$ cat config.mk
export PLATFORM = sky130hd
export DESIGN_NAME = tbi_queue
export DESIGN_NICKNAME = d
export VERILOG_FILES = /design/src/sv/tbi_pkg.sv /design/src/sv/tbi_queue.sv
export SDC_FILE = /design/constraint.sdc
export NUM_CORES = 1
export LEC_CHECK = 0
export BUFFER_PORTS_ARGS = -buffer_cell sky130_fd_sc_hd__buf_4
export CAP_MARGIN = 20
export CORE_UTILIZATION = 30
export CTS_CLUSTER_SIZE = 20
export DETAILED_ROUTE_END_ITERATION = 8
export PLACE_DENSITY = 0.48
export SYNTH_ARGS = -nofsm -noshare
export SYNTH_HDL_FRONTEND = slang
export SYNTH_SLANG_ARGS = --single-unit
$ cat constraint.sdc
create_clock -name clk -period 26.2 [get_ports clk]
set_clock_uncertainty 0.1 [all_clocks]
set_input_delay 3.93 -clock clk [delete_from_list [all_inputs] [get_ports clk]]
set_output_delay 3.93 -clock clk [all_outputs]
set_load 0.01 [all_outputs]
$ cat src/sv/tbi_pkg.sv
`timescale 1ns / 1ps
package tbi_pkg;

    localparam int COORD_BITS  = 16;
    localparam int FRAC_BITS   = 16;
    localparam int WEIGHT_BITS = 24;
    localparam int THR_BITS    = 32;
    localparam int APB_DATA_W  = 32;
    localparam int ADDR_W      = 3;

    localparam int DIFF_W = COORD_BITS + 1;
    localparam int PROD_W = 2 * DIFF_W;
    localparam int DOT_W  = PROD_W + 2;
    localparam int MUL_W  = 2 * DOT_W;
    localparam int NUM_W  = MUL_W + 1;
    localparam int DEN_W  = MUL_W;
    localparam int DVD_W  = NUM_W + FRAC_BITS;
    localparam int QS_W   = DVD_W + 1;
    localparam int U_W    = QS_W + 2;

    localparam int QUEUE_DEPTH = 2;
    localparam int QCNT_W      = $clog2(QUEUE_DEPTH + 1);
    localparam int QPTR_W      = $clog2(QUEUE_DEPTH);

    localparam logic [ADDR_W-3:0] REG_THRESHOLD = '0;
    localparam logic [THR_BITS-1:0] THRESHOLD_RESET = THR_BITS'(1);

    localparam logic signed [U_W-1:0] ONE_FIX = U_W'(1) << FRAC_BITS;

    typedef struct packed {
        logic signed [NUM_W-1:0] nv;
        logic signed [NUM_W-1:0] nw;
        logic [DEN_W-1:0]        den;
    } tbi_work_t;

endpackage

$ cat src/sv/tbi_queue.sv
`timescale 1ns / 1ps
module tbi_queue (
    input  logic               clk,
    input  logic               rst_n,
    input  logic               push_valid,
    output logic               push_ready,
    input  tbi_pkg::tbi_work_t push_data,
    output logic               pop_valid,
    input  logic               pop_ready,
    output tbi_pkg::tbi_work_t pop_data
);
    import tbi_pkg::*;

    tbi_work_t mem_reg [QUEUE_DEPTH];
    logic [QPTR_W-1:0] wptr_reg, rptr_reg;
    logic [QCNT_W-1:0] count_reg, count_next;
    logic push, pop;

    assign push_ready = count_reg != QCNT_W'(QUEUE_DEPTH);
    assign pop_valid  = count_reg != '0;
    assign push       = push_valid && push_ready;
    assign pop        = pop_valid && pop_ready;
    assign pop_data   = mem_reg[rptr_reg];

    always_comb
    begin
        count_next = count_reg;
        if (push && !pop)
            count_next = count_reg + QCNT_W'(1);
        else if (pop && !push)
            count_next = count_reg - QCNT_W'(1);
    end

    always_ff @(posedge clk or negedge rst_n)
    begin
        if (!rst_n)
        begin
            wptr_reg  <= '0;
            rptr_reg  <= '0;
            count_reg <= '0;
        end
        else
        begin
            if (push)
                wptr_reg <= (wptr_reg == QPTR_W'(QUEUE_DEPTH - 1)) ? '0 : wptr_reg + QPTR_W'(1);
            if (pop)
                rptr_reg <= (rptr_reg == QPTR_W'(QUEUE_DEPTH - 1)) ? '0 : rptr_reg + QPTR_W'(1);
            count_reg <= count_next;
        end
    end

    always_ff @(posedge clk)
    begin
        if (push)
            mem_reg[wptr_reg] <= push_data;
    end

    a_count_bound: assert property (@(posedge clk) disable iff (!rst_n)
        count_reg <= QCNT_W'(QUEUE_DEPTH))
        else $error("queue count above depth");

    a_count_up: assert property (@(posedge clk) disable iff (!rst_n)
        (push && !pop) |=> count_reg == $past(count_reg) + QCNT_W'(1))
        else $error("queue count lost a push");

endmodule

==> impl.org <==
** Status
- Status :: completed

** Synth
- Number of nets in the synthesized netlist :: 919
- The mapped netlist covers 16000 µm².
- Yosys reg bits :: 440
- The Yosys step of the flow raised 0 warnings.
- Post-synth cell types :: 14
- Sequential cell area fraction in the yosys report :: 82.4%
- Avg Inst Size Synth :: 23.0 µm²
- Gate Count Post-Synth :: 696

** Power
- Cell Int Power :: 1700 µW
- Of the total power, registers draw 42.4%.
- In this run the power spent charging and discharging nets is 685 µW.
- Combinational fraction of design power :: 31.3%
- Summed over all cells, the static leakage comes to 0.00788 µW.
- Maximum ir drop on the vdd rail :: 0.0000576 V
- For this design the ratio of total power to cell area is 111 nW/µm².
- Sw frac :: 28.8%
- The clock network burns 26.4% of the power.

** Floorplan
- 442 I/O pins were placed.
- Die Span X :: 233 µm
- The core region is 52700 µm².
- Cell Rows :: 84
- The floorplan step defined a die boundary enclosing 54300 µm².
- The initial utilization of the core area, before any placement, comes to 30.4%.
- Die Y-Extent :: 233 µm

** Timing
- Fmax :: 132 MHz
- Slew @ Worst Pin :: 1.02 ns
- Sum Neg Setup Slack :: 0 ns
- Measured against its own limit, the worst slew margin works out to 32.1%.
- Crit path time final :: 7.57 ns
- The final number of max-transition violations was 0.
- Worst Setup Slack, final :: 18.63 ns
- Setup violations remaining at the end of the flow were counted as 0.
- Across all hold checks on the routed design, the worst slack comes to 0.394 ns.
- Period Utilization, post-route :: 28.9%
- RSZ-0062 raised after global routing :: no
- Number of failing hold endpoints at the final stage :: 0

** Worst setup path
- Worst r2r dst :: mem_reg[1][174]
- Data on the critical path is required at its endpoint by 22.17 ns.
- Maximum fanout encountered on the critical timing path :: 67
- Start of the worst register-to-register path :: count_reg[0]
- STA classifies the critical path endpoint as an output port.
- The critical path is of the flop to output port type.
- Nature of the critical path startpoint :: flop
- R2R cell count :: 4
- Flop-to-flop setup slack :: 22.90 ns
- STA puts the critical path data arrival time at 3.54 ns.

** Worst hold path
- Class of the tightest hold or removal check :: flop to flop
- Worst Hold Depth :: 1
- The startpoint identified for the worst hold timing path is count_reg[1].
- Hold worst-path end :: count_reg[1]

** Placed design
- Input and output buffers added on the ports amount to 441.
- Routability-driven placement finished with a final weighted congestion of 0.741.
- At the placement stage, the worst setup path has a slack of 19.13 ns.
- HPWL after detailed placement :: 25.1 mm

** Route
- The first TritonRoute pass finished after 4 iterations.
- Wires add up to 37.7 mm.
- Number of nets still failing antenna checks after routing :: 0
- Number of vias in the routed layout :: 8155
- After detailed routing, the number of remaining DRC violations is 0.
- After detailed routing, the average wire length per cell comes to 19.9 µm.
- Using the TritonRoute via totals, the vias-per-cell ratio works out to 4.30.
- After the first detailed-routing iteration, the DRC count stood at 423.

** Clock tree
- Number of cells upsized or downsized after cts :: 0
- Number of levels the H-tree was split into :: 2
- The clock passes through at most 3 buffers.
- The clock net in this run drives a total of 440 sinks.
- After clock tree synthesis, the flow added hold-fix buffers numbering 0.
- Clock tree from TritonCTS :: yes
- TritonCTS created 49 clock buffers.
- Buffers inserted by post-CTS timing repair :: 0
- Clock latency on the worst-skew pair, taken at its later pin, is 0.57 ns.
- Clock Pin Slew Worst Setup and Hold Paths :: 0.06 ns
- CTS root buf :: clkbuf_16

** GRT
- Via count of the first global-routing pass :: 8610
- Maximum number of pins on one net before global-route repair :: 71
- Total gr overflow :: 0
- Global routing consumed, over all layers together, 13.5% of the routing resources.
- The first global-routing pass estimated 53.8 mm of wire.
- The initial antenna violation count was 4.

** Layout
- The register with the most flip-flops in the layout has 436 of them.
- Sequential cell area :: 13200 µm²
- Most common cell after layout, fill and taps aside :: buf_4
- Ratio of cells with drive above 1 in the final layout :: 60.8%
- Multi-input combinational cell area :: 2560 µm²
- In the final design database the tool counted 1397 nets.
- In the layout the commonest cells are buf_4, edfxtp_1, mux2_2, clkbuf_16, clkinv_1.
- Compared with the post-synthesis result, the final layout area differs by 34.1%.
- Number of inserted filler cells in the final layout :: 4854

** Job
- Max capacitance violation total :: 0
per-stage QoR:
stage               util, %  power (µW)  instances  area (µm²)
global placement       38.0        1790       1811       20000
finish                 40.8        2380       1897       21500
CTS                    40.8        2430       1896       21500
floorplan                 -        1490        696       16000
detailed placement     38.0        1790       1811       20000
global route           40.8        2510       1896       21500
power by group through the flow:
stage | registers (µW) | clock network (µW) | logic (µW)
6_report | 1010 | 629 | 745
5_1_grt | 1030 | 675 | 805
4_1_cts | 1010 | 650 | 768
3_5_place_dp | 1030 | 0 | 764
3_3_place_gp | 1020 | 0 | 767
2_1_floorplan | 1050 | 0 | 435
cells by family after synthesis:
| logic type | after synthesis | synth area share [%] |
|---|---|---|
| adders and majority gates | 1 | 0.0781 |
| buffers and inverters | 25 | 1.69 |
| muxes | 218 | 15.3 |
| and+or+nand+nor | 7 | 0.211 |
| xor gates and xnor gates | 5 | 0.274 |
| DFF | 440 | 82.4 |
cell usage after synthesis (all sizes together):
master | number | area, µm²
nand2 | 2 | 7.51
ha | 1 | 12.5
mux2 | 218 | 2450
nand2b | 1 | 6.26
or2 | 1 | 6.26
xor2 | 2 | 17.5
xnor2 | 3 | 26.3
buf | 24 | 267
edfxtp | 436 | 13100
nor2 | 2 | 7.51
and3 | 1 | 6.26
inv | 1 | 3.75
dfrtp | 4 | 100
critical path: stages (launching register included):
cell	delay (ns)
dfrtp_4	0.79
buf_4	0.69
buf_4	0.77
mux2_2	0.45
buf_4	0.15
worst max-delay path by stage:
| stage | from | to | slack, ns | depth (start not counted) |
|---|---|---|---|---|
| floorplan | push_valid | mem_reg[0][0] | 12.24 | 2 |
| global placement | rptr_reg | pop_data[42] | 19.13 | 4 |
| detailed placement | rptr_reg | pop_data[42] | 19.13 | 4 |
| CTS | rptr_reg | pop_data[42] | 18.49 | 4 |
| global route | rptr_reg | pop_data[42] | 18.38 | 4 |
| finish | rptr_reg | pop_data[42] | 18.63 | 4 |
layout make-up:
cell class,instances,share of cell area (%)
Clock inverter,23,0.647
Sequential cell,440,61.5
Tap cell,688,4.01
Inverter,1,0.0175
Multi-Input combinational cell,231,11.9
Antenna cell,1,0.0117
Clock buffer,62,6.14
Timing Repair Buffer,451,15.8
routing by layer:
layer	global-route usage (%)	vias to the layer above	routed length [µm]
met5	0	-	30
met4	5.02	6	1030
met3	5.51	76	3570
met2	22.7	289	18900
met1	15.2	4054	14100
li1	-	3730	-
(Power assumes the default switching activity.)
